==> config.mk <==
export PLATFORM = sky130hd
export DESIGN_NAME = pid_controller_variable_dt_unit_flat
export DESIGN_NICKNAME = d
export VERILOG_FILES = /design/src/design/pidv_pkg.sv /design/src/design/pidv_if.sv /design/src/design/pidv_cfg.sv /design/src/design/pidv_mult.sv /design/src/design/pidv_div.sv /design/src/design/pid_controller_variable_dt_unit.sv /design/src/flat_wrapper.sv
export SDC_FILE = /design/constraint.sdc
export NUM_CORES = 2
export LEC_CHECK = 0
export BUFFER_PORTS_ARGS = -buffer_cell sky130_fd_sc_hd__buf_2
export CAP_MARGIN = 15
export CORE_MARGIN = 2
export CORE_UTILIZATION = 38
export DETAILED_ROUTE_END_ITERATION = 7
export PLACE_DENSITY = 0.58
export SLEW_MARGIN = 5
export SYNTH_ARGS = -nofsm -noshare
export SYNTH_HDL_FRONTEND = slang
export SYNTH_SLANG_ARGS = --single-unit
==> constraint.sdc <==
create_clock -name clk -period 12.36 [get_ports clk]
set_clock_uncertainty 0.15 [all_clocks]
set_input_delay 1.236 -clock clk [delete_from_list [all_inputs] [get_ports clk]]
set_output_delay 1.236 -clock clk [all_outputs]
set_load 0.05 [all_outputs]
==> src/design/pidv_pkg.sv <==
// Package for the variable time step PID controller.
// Holds widths, register indexes, reset values, the gain struct and the sequencer states.
// No dependencies.
package pidv_pkg;

    localparam int GAIN_FRAC_BITS = 8;
    localparam int TIME_FRAC_BITS = 16;

    localparam int DATA_W  = 16;
    localparam int ERR_W   = DATA_W + 1;
    localparam int DERR_W  = ERR_W + 1;
    localparam int INTEG_W = 48;
    // |error change| < 2^ERR_W, so the dividend magnitude fits here
    localparam int NUM_W   = ERR_W + TIME_FRAC_BITS;
    localparam int DERIV_W = NUM_W + 1;
    localparam int ACC_W   = 64;

    localparam int MUL_A_W = 18;
    localparam int MUL_B_W = 26;
    localparam int MUL_P_W = MUL_A_W + MUL_B_W;
    localparam int SPLIT   = 24;

    localparam int DIV_CNT_W = $clog2(NUM_W + 1);

    localparam int CFG_ADDR_W = 4;
    localparam int CFG_DATA_W = 32;

    localparam logic [1:0] REG_GAIN_P = 2'd0;
    localparam logic [1:0] REG_GAIN_I = 2'd1;
    localparam logic [1:0] REG_GAIN_D = 2'd2;

    localparam logic signed [DATA_W-1:0] GAIN_P_RESET = 16'sd205;
    localparam logic signed [DATA_W-1:0] GAIN_I_RESET = 16'sd0;
    localparam logic signed [DATA_W-1:0] GAIN_D_RESET = 16'sd0;

    localparam logic signed [INTEG_W-1:0] INTEG_MAX = {1'b0, {(INTEG_W-1){1'b1}}};
    localparam logic signed [INTEG_W-1:0] INTEG_MIN = {1'b1, {(INTEG_W-1){1'b0}}};

    localparam logic [ACC_W-1:0] TRUNC_BIAS = ACC_W'((64'd1 << GAIN_FRAC_BITS) - 64'd1);
    localparam logic signed [ACC_W-1:0] DRIVE_MAX = 64'sd32767;
    localparam logic signed [ACC_W-1:0] DRIVE_MIN = -64'sd32768;

    typedef logic signed [DATA_W-1:0] gain_t;

    typedef struct packed {
        gain_t kp;
        gain_t ki;
        gain_t kd;
    } gains_t;

    typedef enum logic [3:0] {
        ST_IDLE,
        ST_ERR_DT,
        ST_KP_ERR,
        ST_KI_LO,
        ST_KI_HI,
        ST_ITERM,
        ST_ITERM_ACC,
        ST_WAIT_DIV,
        ST_KD_LO,
        ST_KD_HI,
        ST_KD_ACC,
        ST_FINISH
    } state_t;

endpackage

==> src/design/pidv_if.sv <==
// Stream interfaces for the PID controller: sample channel in, result channel out.
// Depends on pidv_pkg.
interface pidv_sample_if;
    logic                                valid;
    logic                                ready;
    logic signed [pidv_pkg::DATA_W-1:0]  target;
    logic signed [pidv_pkg::DATA_W-1:0]  measured;
    logic        [pidv_pkg::DATA_W-1:0]  time_step;

    modport source (output valid, target, measured, time_step, input ready);
    modport sink   (input valid, target, measured, time_step, output ready);
endinterface

interface pidv_result_if;
    logic                                valid;
    logic                                ready;
    logic signed [pidv_pkg::DATA_W-1:0]  drive;
    logic                                clipped;

    modport source (output valid, drive, clipped, input ready);
    modport sink   (input valid, drive, clipped, output ready);
endinterface

==> src/design/pidv_cfg.sv <==
// APB-style register file holding the three Q8.8 gains.
// Depends on pidv_pkg.
module pidv_cfg (
    input  logic                                 clk,
    input  logic                                 rst_n,
    input  logic                                 psel,
    input  logic                                 penable,
    input  logic                                 pwrite,
    input  logic [pidv_pkg::CFG_ADDR_W-1:0]      paddr,
    input  logic [pidv_pkg::CFG_DATA_W-1:0]      pwdata,
    output logic [pidv_pkg::CFG_DATA_W-1:0]      prdata,
    output logic                                 pready,
    output pidv_pkg::gains_t                     gains
);

    pidv_pkg::gains_t gains_reg;
    pidv_pkg::gains_t gains_next;
    logic [1:0]       idx;
    logic             wr_en;

    assign idx    = paddr[pidv_pkg::CFG_ADDR_W-1:2];
    assign wr_en  = psel && penable && pwrite;
    assign pready = 1'b1;
    assign gains  = gains_reg;

    always_comb
    begin
        gains_next = gains_reg;
        if (wr_en)
        begin
            case (idx)
                pidv_pkg::REG_GAIN_P: gains_next.kp = pwdata[pidv_pkg::DATA_W-1:0];
                pidv_pkg::REG_GAIN_I: gains_next.ki = pwdata[pidv_pkg::DATA_W-1:0];
                pidv_pkg::REG_GAIN_D: gains_next.kd = pwdata[pidv_pkg::DATA_W-1:0];
                default:              gains_next = gains_reg;
            endcase
        end
    end

    always_comb
    begin
        case (idx)
            pidv_pkg::REG_GAIN_P: prdata = pidv_pkg::CFG_DATA_W'(unsigned'(gains_reg.kp));
            pidv_pkg::REG_GAIN_I: prdata = pidv_pkg::CFG_DATA_W'(unsigned'(gains_reg.ki));
            pidv_pkg::REG_GAIN_D: prdata = pidv_pkg::CFG_DATA_W'(unsigned'(gains_reg.kd));
            default:              prdata = '0;
        endcase
    end

    always_ff @(posedge clk or negedge rst_n)
    begin
        if (!rst_n)
        begin
            gains_reg.kp <= pidv_pkg::GAIN_P_RESET;
            gains_reg.ki <= pidv_pkg::GAIN_I_RESET;
            gains_reg.kd <= pidv_pkg::GAIN_D_RESET;
        end
        else
        begin
            gains_reg <= gains_next;
        end
    end

endmodule

==> src/design/pidv_mult.sv <==
// Shared signed multiplier, 18 x 26 bits, product registered.
// Depends on pidv_pkg.
module pidv_mult (
    input  logic                                 clk,
    input  logic signed [pidv_pkg::MUL_A_W-1:0]  a,
    input  logic signed [pidv_pkg::MUL_B_W-1:0]  b,
    output logic signed [pidv_pkg::MUL_P_W-1:0]  p
);

    logic signed [pidv_pkg::MUL_P_W-1:0] p_reg;
    logic signed [pidv_pkg::MUL_P_W-1:0] p_next;

    assign p_next = pidv_pkg::MUL_P_W'(a) * pidv_pkg::MUL_P_W'(b);
    assign p      = p_reg;

    always_ff @(posedge clk)
    begin
        p_reg <= p_next;
    end

endmodule

==> src/design/pidv_div.sv <==
// Restoring unsigned divider, one quotient bit per cycle.
// Depends on pidv_pkg.
module pidv_div (
    input  logic                                clk,
    input  logic                                rst_n,
    input  logic                                start,
    input  logic [pidv_pkg::NUM_W-1:0]          numer,
    input  logic [pidv_pkg::DATA_W-1:0]         denom,
    output logic                                busy,
    output logic [pidv_pkg::NUM_W-1:0]          quot
);

    localparam int NW = pidv_pkg::NUM_W;
    localparam int DW = pidv_pkg::DATA_W;
    localparam int CW = pidv_pkg::DIV_CNT_W;

    logic [DW-1:0] rem_reg,   rem_next;
    logic [NW-1:0] quo_reg,   quo_next;
    logic [DW-1:0] den_reg,   den_next;
    logic [CW-1:0] cnt_reg,   cnt_next;
    logic          busy_reg,  busy_next;

    logic [DW:0]   shifted;
    logic [DW+1:0] diff;
    logic          ge;

    assign shifted = {rem_reg, quo_reg[NW-1]};
    assign diff    = {1'b0, shifted} - {2'b00, den_reg};
    assign ge      = !diff[DW+1];
    assign busy    = busy_reg;
    assign quot    = quo_reg;

    always_comb
    begin
        rem_next  = rem_reg;
        quo_next  = quo_reg;
        den_next  = den_reg;
        cnt_next  = cnt_reg;
        busy_next = busy_reg;
        if (start)
        begin
            rem_next  = '0;
            quo_next  = numer;
            den_next  = denom;
            cnt_next  = CW'(NW);
            busy_next = 1'b1;
        end
        else if (busy_reg)
        begin
            rem_next = ge ? diff[DW-1:0] : shifted[DW-1:0];
            quo_next = {quo_reg[NW-2:0], ge};
            cnt_next = cnt_reg - 1'b1;
            if (cnt_reg == CW'(1))
                busy_next = 1'b0;
        end
    end

    always_ff @(posedge clk or negedge rst_n)
    begin
        if (!rst_n)
        begin
            cnt_reg  <= '0;
            busy_reg <= 1'b0;
        end
        else
        begin
            cnt_reg  <= cnt_next;
            busy_reg <= busy_next;
        end
    end

    always_ff @(posedge clk)
    begin
        rem_reg <= rem_next;
        quo_reg <= quo_next;
        den_reg <= den_next;
    end

endmodule

==> src/design/pid_controller_variable_dt_unit.sv <==
// Top level of the variable time step PID controller: sequencer and datapath.
// Depends on pidv_pkg, pidv_if, pidv_cfg, pidv_mult and pidv_div.
//
// Usage:
//   sample channel: target, measured (signed) and time_step (unsigned, 2^-16 s units).
//   result channel: drive (saturated signed 16 bits) and clipped.
//   Gains gain_p, gain_i, gain_d (signed Q8.8) sit at APB byte addresses 0, 4, 8;
//   write them only while no sample is in flight.
// Timing:
//   One sample at a time. A transfer on the sample channel starts a 33-step divide
//   for the derivative; the shared multiplier forms the other products meanwhile.
//   The next sample is taken only once the result of the last one has been loaded
//   into the output register.
// Reset clears the integral, the last error and result.valid, and loads the reset
// gains. The result sits in an output register; a new sample is taken while it
// waits, but that sample's result is held back until the receiver takes the old one.
module pid_controller_variable_dt_unit (
    input  logic                                clk,
    input  logic                                rst_n,
    pidv_sample_if.sink                         sample,
    pidv_result_if.source                       result,
    input  logic                                psel,
    input  logic                                penable,
    input  logic                                pwrite,
    input  logic [pidv_pkg::CFG_ADDR_W-1:0]     paddr,
    input  logic [pidv_pkg::CFG_DATA_W-1:0]     pwdata,
    output logic [pidv_pkg::CFG_DATA_W-1:0]     prdata,
    output logic                                pready
);

    localparam int DW  = pidv_pkg::DATA_W;
    localparam int EW  = pidv_pkg::ERR_W;
    localparam int IW  = pidv_pkg::INTEG_W;
    localparam int NW  = pidv_pkg::NUM_W;
    localparam int RW  = pidv_pkg::DERIV_W;
    localparam int AW  = pidv_pkg::ACC_W;
    localparam int MAW = pidv_pkg::MUL_A_W;
    localparam int MBW = pidv_pkg::MUL_B_W;
    localparam int MPW = pidv_pkg::MUL_P_W;
    localparam int SP  = pidv_pkg::SPLIT;

    pidv_pkg::gains_t gains;
    pidv_pkg::state_t state_reg, state_next;

    logic signed [EW-1:0] err_reg,      err_next;
    logic        [DW-1:0] dt_reg,       dt_next;
    logic signed [EW-1:0] prev_err_reg, prev_err_next;
    logic signed [IW-1:0] integ_reg,    integ_next;
    logic signed [AW-1:0] acc_reg,      acc_next;
    logic signed [AW-1:0] iprod_reg,    iprod_next;
    logic signed [RW-1:0] deriv_reg,    deriv_next;
    logic                 neg_reg,      neg_next;
    logic                 clip_reg,     clip_next;
    logic                 out_valid_reg, out_valid_next;
    logic signed [DW-1:0] drive_reg,    drive_next;
    logic                 clipped_reg,  clipped_next;

    logic signed [MAW-1:0] mul_a;
    logic signed [MBW-1:0] mul_b;
    logic signed [MPW-1:0] mul_p;
    logic                  div_start;
    logic                  div_busy;
    logic [NW-1:0]         div_quot;
    logic [NW-1:0]         div_numer;

    logic                  in_ready;
    logic                  in_xfer;
    logic                  out_load;
    logic                  out_free;

    logic signed [pidv_pkg::DERR_W-1:0] derr;
    logic        [pidv_pkg::DERR_W-1:0] derr_mag;
    logic signed [IW:0]                 integ_sum;
    logic        [RW-1:0]               quot_ext;
    logic signed [AW-1:0]               acc_rnd;
    logic signed [AW-1:0]               acc_q;

    pidv_cfg u_cfg (
        .clk     (clk),
        .rst_n   (rst_n),
        .psel    (psel),
        .penable (penable),
        .pwrite  (pwrite),
        .paddr   (paddr),
        .pwdata  (pwdata),
        .prdata  (prdata),
        .pready  (pready),
        .gains   (gains)
    );

    pidv_mult u_mult (
        .clk (clk),
        .a   (mul_a),
        .b   (mul_b),
        .p   (mul_p)
    );

    pidv_div u_div (
        .clk   (clk),
        .rst_n (rst_n),
        .start (div_start),
        .numer (div_numer),
        .denom (dt_reg),
        .busy  (div_busy),
        .quot  (div_quot)
    );

    assign sample.ready   = in_ready;
    assign in_xfer        = sample.valid && in_ready;
    assign result.valid   = out_valid_reg;
    assign result.drive   = drive_reg;
    assign result.clipped = clipped_reg;
    assign out_free       = !out_valid_reg || result.ready;

    assign derr      = pidv_pkg::DERR_W'(err_reg) - pidv_pkg::DERR_W'(prev_err_reg);
    assign derr_mag  = derr[pidv_pkg::DERR_W-1] ? -derr : derr;
    assign div_numer = {derr_mag[EW-1:0], {pidv_pkg::TIME_FRAC_BITS{1'b0}}};
    assign integ_sum = (IW+1)'(integ_reg) + (IW+1)'(mul_p);
    assign quot_ext  = {1'b0, div_quot};
    assign acc_rnd   = acc_reg[AW-1] ? acc_reg + pidv_pkg::TRUNC_BIAS : acc_reg;
    assign acc_q     = acc_rnd >>> pidv_pkg::GAIN_FRAC_BITS;

    // next state
    always_comb
    begin
        state_next = state_reg;
        case (state_reg)
            pidv_pkg::ST_IDLE:      if (sample.valid) state_next = pidv_pkg::ST_ERR_DT;
            pidv_pkg::ST_ERR_DT:    state_next = pidv_pkg::ST_KP_ERR;
            pidv_pkg::ST_KP_ERR:    state_next = pidv_pkg::ST_KI_LO;
            pidv_pkg::ST_KI_LO:     state_next = pidv_pkg::ST_KI_HI;
            pidv_pkg::ST_KI_HI:     state_next = pidv_pkg::ST_ITERM;
            pidv_pkg::ST_ITERM:     state_next = pidv_pkg::ST_ITERM_ACC;
            pidv_pkg::ST_ITERM_ACC: state_next = pidv_pkg::ST_WAIT_DIV;
            pidv_pkg::ST_WAIT_DIV:  if (!div_busy) state_next = pidv_pkg::ST_KD_LO;
            pidv_pkg::ST_KD_LO:     state_next = pidv_pkg::ST_KD_HI;
            pidv_pkg::ST_KD_HI:     state_next = pidv_pkg::ST_KD_ACC;
            pidv_pkg::ST_KD_ACC:    state_next = pidv_pkg::ST_FINISH;
            pidv_pkg::ST_FINISH:    if (out_free) state_next = pidv_pkg::ST_IDLE;
            default:                state_next = pidv_pkg::ST_IDLE;
        endcase
    end

    // sequencer outputs: multiplier operands, divider start, handshakes
    always_comb
    begin
        mul_a     = '0;
        mul_b     = '0;
        div_start = 1'b0;
        in_ready  = 1'b0;
        out_load  = 1'b0;
        case (state_reg)
            pidv_pkg::ST_IDLE:
                in_ready = 1'b1;
            pidv_pkg::ST_ERR_DT:
            begin
                mul_a     = MAW'(err_reg);
                mul_b     = MBW'(dt_reg);
                div_start = 1'b1;
            end
            pidv_pkg::ST_KP_ERR:
            begin
                mul_a = MAW'(gains.kp);
                mul_b = MBW'(err_reg);
            end
            pidv_pkg::ST_KI_LO:
            begin
                mul_a = MAW'(gains.ki);
                mul_b = MBW'(integ_reg[SP-1:0]);
            end
            pidv_pkg::ST_KI_HI:
            begin
                mul_a = MAW'(gains.ki);
                mul_b = MBW'($signed(integ_reg[IW-1:SP]));
            end
            pidv_pkg::ST_KD_LO:
            begin
                mul_a = MAW'(gains.kd);
                mul_b = MBW'(deriv_reg[SP-1:0]);
            end
            pidv_pkg::ST_KD_HI:
            begin
                mul_a = MAW'(gains.kd);
                mul_b = MBW'($signed(deriv_reg[RW-1:SP]));
            end
            pidv_pkg::ST_FINISH:
                out_load = out_free;
            default:
            begin
                mul_a = '0;
            end
        endcase
    end

    // datapath
    always_comb
    begin
        err_next       = err_reg;
        dt_next        = dt_reg;
        prev_err_next  = prev_err_reg;
        integ_next     = integ_reg;
        acc_next       = acc_reg;
        iprod_next     = iprod_reg;
        deriv_next     = deriv_reg;
        neg_next       = neg_reg;
        clip_next      = clip_reg;
        drive_next     = drive_reg;
        clipped_next   = clipped_reg;
        out_valid_next = out_valid_reg && !result.ready;

        if (in_xfer)
        begin
            err_next  = EW'(sample.target) - EW'(sample.measured);
            dt_next   = sample.time_step;
            clip_next = 1'b0;
        end

        case (state_reg)
            pidv_pkg::ST_ERR_DT:
            begin
                neg_next      = derr[pidv_pkg::DERR_W-1];
                prev_err_next = err_reg;
            end
            pidv_pkg::ST_KP_ERR:
            begin
                if (integ_sum[IW] != integ_sum[IW-1])
                begin
                    integ_next = integ_sum[IW] ? pidv_pkg::INTEG_MIN : pidv_pkg::INTEG_MAX;
                    clip_next  = 1'b1;
                end
                else
                begin
                    integ_next = integ_sum[IW-1:0];
                end
            end
            pidv_pkg::ST_KI_LO:
                acc_next = AW'(mul_p);
            pidv_pkg::ST_KI_HI:
                iprod_next = AW'(mul_p);
            pidv_pkg::ST_ITERM:
                iprod_next = iprod_reg + (AW'(mul_p) <<< SP);
            pidv_pkg::ST_ITERM_ACC:
                acc_next = acc_reg + (iprod_reg >>> pidv_pkg::TIME_FRAC_BITS);
            pidv_pkg::ST_WAIT_DIV:
            begin
                // zero elapsed time: no derivative term
                if (dt_reg == '0)
                    deriv_next = '0;
                else
                    deriv_next = neg_reg ? -quot_ext : quot_ext;
            end
            pidv_pkg::ST_KD_HI:
                acc_next = acc_reg + AW'(mul_p);
            pidv_pkg::ST_KD_ACC:
                acc_next = acc_reg + (AW'(mul_p) <<< SP);
            pidv_pkg::ST_FINISH:
            begin
                if (out_load)
                begin
                    out_valid_next = 1'b1;
                    if (acc_q > pidv_pkg::DRIVE_MAX)
                    begin
                        drive_next   = pidv_pkg::DRIVE_MAX[DW-1:0];
                        clipped_next = 1'b1;
                    end
                    else if (acc_q < pidv_pkg::DRIVE_MIN)
                    begin
                        drive_next   = pidv_pkg::DRIVE_MIN[DW-1:0];
                        clipped_next = 1'b1;
                    end
                    else
                    begin
                        drive_next   = acc_q[DW-1:0];
                        clipped_next = clip_reg;
                    end
                end
            end
            default:
            begin
                acc_next = acc_reg;
            end
        endcase
    end

    always_ff @(posedge clk or negedge rst_n)
    begin
        if (!rst_n)
        begin
            state_reg     <= pidv_pkg::ST_IDLE;
            prev_err_reg  <= '0;
            integ_reg     <= '0;
            out_valid_reg <= 1'b0;
        end
        else
        begin
            state_reg     <= state_next;
            prev_err_reg  <= prev_err_next;
            integ_reg     <= integ_next;
            out_valid_reg <= out_valid_next;
        end
    end

    always_ff @(posedge clk)
    begin
        err_reg     <= err_next;
        dt_reg      <= dt_next;
        acc_reg     <= acc_next;
        iprod_reg   <= iprod_next;
        deriv_reg   <= deriv_next;
        neg_reg     <= neg_next;
        clip_reg    <= clip_next;
        drive_reg   <= drive_next;
        clipped_reg <= clipped_next;
    end

endmodule

==> src/flat_wrapper.sv <==
// flat-port wrapper written by rule: the top's interface ports become plain ports
module pid_controller_variable_dt_unit_flat 
  (clk, rst_n, psel, penable, pwrite, paddr, pwdata, prdata, pready, sample_valid, sample_target, sample_measured, sample_time_step, sample_ready, result_valid, result_drive, result_clipped, result_ready);
  pidv_sample_if sample_i ();
  pidv_result_if result_i ();
  input  logic clk;
  input  logic rst_n;
  input  logic psel;
  input  logic penable;
  input  logic pwrite;
  input  logic [pidv_pkg::CFG_ADDR_W-1:0] paddr;
  input  logic [pidv_pkg::CFG_DATA_W-1:0] pwdata;
  output logic [pidv_pkg::CFG_DATA_W-1:0] prdata;
  output logic pready;
  input wire logic [$bits(sample_i.valid)-1:0] sample_valid;
  input wire logic [$bits(sample_i.target)-1:0] sample_target;
  input wire logic [$bits(sample_i.measured)-1:0] sample_measured;
  input wire logic [$bits(sample_i.time_step)-1:0] sample_time_step;
  output wire logic [$bits(sample_i.ready)-1:0] sample_ready;
  output wire logic [$bits(result_i.valid)-1:0] result_valid;
  output wire logic [$bits(result_i.drive)-1:0] result_drive;
  output wire logic [$bits(result_i.clipped)-1:0] result_clipped;
  input wire logic [$bits(result_i.ready)-1:0] result_ready;
  assign sample_i.valid = sample_valid;
  assign sample_i.target = sample_target;
  assign sample_i.measured = sample_measured;
  assign sample_i.time_step = sample_time_step;
  assign sample_ready = sample_i.ready;
  assign result_valid = result_i.valid;
  assign result_drive = result_i.drive;
  assign result_clipped = result_i.clipped;
  assign result_i.ready = result_ready;
  pid_controller_variable_dt_unit u_core (.clk(clk), .rst_n(rst_n), .sample(sample_i), .result(result_i), .psel(psel), .penable(penable), .pwrite(pwrite), .paddr(paddr), .pwdata(pwdata), .prdata(prdata), .pready(pready));
endmodule
==> results.yml <==
clock_network:
  cts_sinks: 432
  clockRootBuffer: "clkbuf_16"
  cts_resized: 0
  cts_setup_buffers: 0
  cts_buffer_depth: 3
  clock_latency_ps: 690
  htreeDepth: 2
  cts_tree: "built"
  hold_buffers: 0
  path_clk_slew_ps: 60
  cts_buffers: 55
floorplan:
  die_w_um: 360
  die_h_um: 360
  ioPinCount: 143
  dieArea_um2: 130000
  initial_utilization_pct: 38.3
  rows: 130
  core_area_um2: 126000
synthesis:
  ys_warn_count: 0
  synth_cells: 5584
  ys_async_sr_fraction_pct: 28.9
  synth.area.top_cells: "fa_1 19%, edfxtp_1 14%, ha_1 9.1%"
  synth.top_cell.area_share_pct: 18.9
  synth-main-ff-cell: "edfxtp_1"
  ys_ff_latch: 432
  ys_types: 99
  postSynthAreaPerCell_um2: 8.63
  yosysTopAreaCell: "fa_1"
  synth-edff-count: 230
  syn_area_um2: 48200
  yosysSeqAreaShare_pct: 24.0
global_routing:
  grt_use_total_pct: 24.3
  grtUsageMet2_pct: 38.9
  busiest_layer: "met2"
  grtUsageMet1_pct: 31.9
  grt_pass1_wl_um: 241000
  use_met3_pct: 4.23
  grt_max_degree: 79
  overflow: 0
  antenna_found_initial: 3
  grt_pass1_vias: 39000
routing:
  vias: 40200
  vias_per_cell: 5.51
  route.detailed.drc: 0
  drtAntennaViolNets: 0
  first_pass_iters: 6
  wire_per_inst_um: 21.9
  drt-initial-drc-count: 3271
  wirelength_um: 160000
sta:
  finalMaxSlewViolations: 0
  grt_setup_unrepaired: "no"
  hold_violations: 0
  setup_viol: 0
  whs_ps: 360
  max_freq_mhz: 97.3
  slew_headroom_pct: 23.4
  post-route-period-util_pct: 83.2
  fin_tns_setup_ps: 0
  worst_slew_pin_slew_ps: 1150
  setup_slack_ps: 2080
  fin_crit_ps: 10280
placed_design:
  hpwl_um: 121000
  gp_congestion: 1.00
  pre_cts_slack_ps: 2200
  portBuffers: 107
power:
  power.density_nw_per_um2: 304
  finalPower_uw: 16000
  ir_worst_vdd_uv: 143
  power_leakage_uw: 0.0242
setup_path:
  critPathMostFrequentCell: "fa_1"
  worstPathMaxFanout: 61
  critPathCaptureType: "flip-flop"
  critPathArrivalTime_ps: 10740
  crit_path_top_delay_cell: "dfrtp_1"
  critical_path_class: "flip-flop to flip-flop"
  cpPeakStageDelay_ps: 650
  worstPathRequired_ps: 12820
  startpoint_type: "flip-flop"
worst_hold_path:
  hp-class: "flip-flop to flip-flop"
layout:
  regArea_um2: 11600
  nNetsFinal: 6488
  largest_reg_flops: 64
  syn2layout_area_growth_pct: 8.88
  multi_input_area_um2: 33100
  fill_cells: 12500
  drive_gt1_share_pct: 7.22
run_status:
  status: "finished, final reports clean"
run:
  drv_cap: 0
==> per-stage QoR <==
step           utilization, %  instances  instance area, um^2
5_1_grt                  41.7       7292                52500
2_1_floorplan               -       5599                48300
3_5_place_dp             40.2       7186                50500
4_1_cts                  41.7       7290                52500
3_3_place_gp             40.2       7186                50500
6_report                 41.7       7293                52500
==> critical path: cells and delay by family (launching register included) <==
| family | cells | cell delay, ps |
|---|---|---|
| compound gates | 11 | 3410 |
| fa+ha+maj | 7 | 3540 |
| buf+inv | 7 | 1240 |
| xor+xnor | 1 | 150 |
| simple gates | 5 | 1040 |
| flops | 1 | 650 |
==> layer usage <==
metal  up-vias  share of wire [%]
li1      18900                  -
met1     19600                 42
met2      1438                 45
met3       279                7.4
met4         4                5.2
met5         -              0.021
==> worst paths after layout <==
check	start	to	slack, ps	depth (start not counted)
max	u_core.state_reg[1]	u_core.u_mult.p[40]	2080	31
min	u_core.prev_err_reg[0]	u_core.prev_err_reg[0]	360	2
max reg2reg	u_core.state_reg[1]	u_core.u_mult.p[40]	2080	31
min reg2reg	u_core.prev_err_reg[0]	u_core.prev_err_reg[0]	360	2
max in group asynchronous	rst_n	u_core.result.valid	10310	2
min in group asynchronous	rst_n	u_core.prev_err_reg[11]	410	1
==> cell usage in the layout, fill, tap and decap left out, types with 24 or more instances in the layout <==
cell type	netlist	routed
nor2_1	456	452
xnor2_1	170	169
a222oi_1	27	27
o21ai_1	116	116
o21ai_0	258	258
buf_4	20	81
nor3_1	47	41
a21oi_1	290	288
ha_1	349	349
o31ai_1	24	24
buf_2	6	106
and3_1	45	45
mux2i_1	48	48
a31oi_1	40	40
and4_1	26	26
inv_1	693	692
o21a_1	28	27
nand4_1	46	46
edfxtp_1	230	230
mux2_2	52	52
a22oi_1	24	24
clkbuf_16	0	58
o221ai_1	24	24
nand2b_1	57	57
nand2_1	810	806
fa_1	454	454
dfrtp_1	120	119
nand3_1	106	106
a21o_1	148	148
dfxtp_1	77	77
and2_1	45	44
a211oi_1	36	36
nor2b_1	46	46
xor2_1	143	143
==> cells by family (layout without fill, tap and decap cells) <==
logic type / after synthesis / count (layout) / share of synthesized area [%]
xor gates and xnor gates: 313 / 313 / 5.69
AOI/OAI and AO/OA: 1201 / 1201 / 15.9
muxes: 100 / 100 / 2.21
adders and majority gates: 811 / 811 / 28.1
buffers and inverters: 946 / 988 / 7.60
other: 2 / 19 / 0.0156
DFF: 432 / 432 / 24.0
and+or+nand+nor: 1779 / 1779 / 16.5
==> cells in the mapped netlist (all sizes together) (11+ instances only) <==
cell type	number
o221ai	24
dfxtp	77
o31ai	24
and4	26
or3	21
nor2	456
a222oi	27
o41ai	16
a211oi	36
mux2i	48
nand4	46
a21boi	16
a21o	148
a21oi	291
nor2b	46
or2	13
xor2	143
o21a	28
and2	47
xnor2	170
nand2b	57
a22oi	24
a31oi	41
ha	349
and3	46
nor3b	11
nand3	107
nor4	23
clkbuf	205
edfxtp	230
o21bai	20
nand2	813
buf	46
mux2	52
fa	454
o21ai	384
a211o	14
dfrtp	120
a221oi	14
inv	694
o211ai	17
nor3	48
==> layout make-up <==
cell class / count / area share (%)
Inverter: 695 / 4.97
Clock inverter: 30 / 0.665
Timing Repair Buffer: 189 / 2.22
Sequential cell: 432 / 22.1
Antenna cell: 2 / 0.00954
Tap cell: 1650 / 3.93
Clock buffer: 74 / 3.03
Multi-Input combinational cell: 4221 / 63.1
==> power by group <==
part | internal [uW] | leakage, uW | total [uW] | switching (uW)
combinational | 4080 | 0.0189 | 11200 | 7100
sequential | 2340 | 0.00437 | 3040 | 700
clock | 1020 | 0.000958 | 1750 | 731
total | 7440 | 0.0242 | 16000 | 8530
No activity file was read; power rests on OpenSTA's default activity.
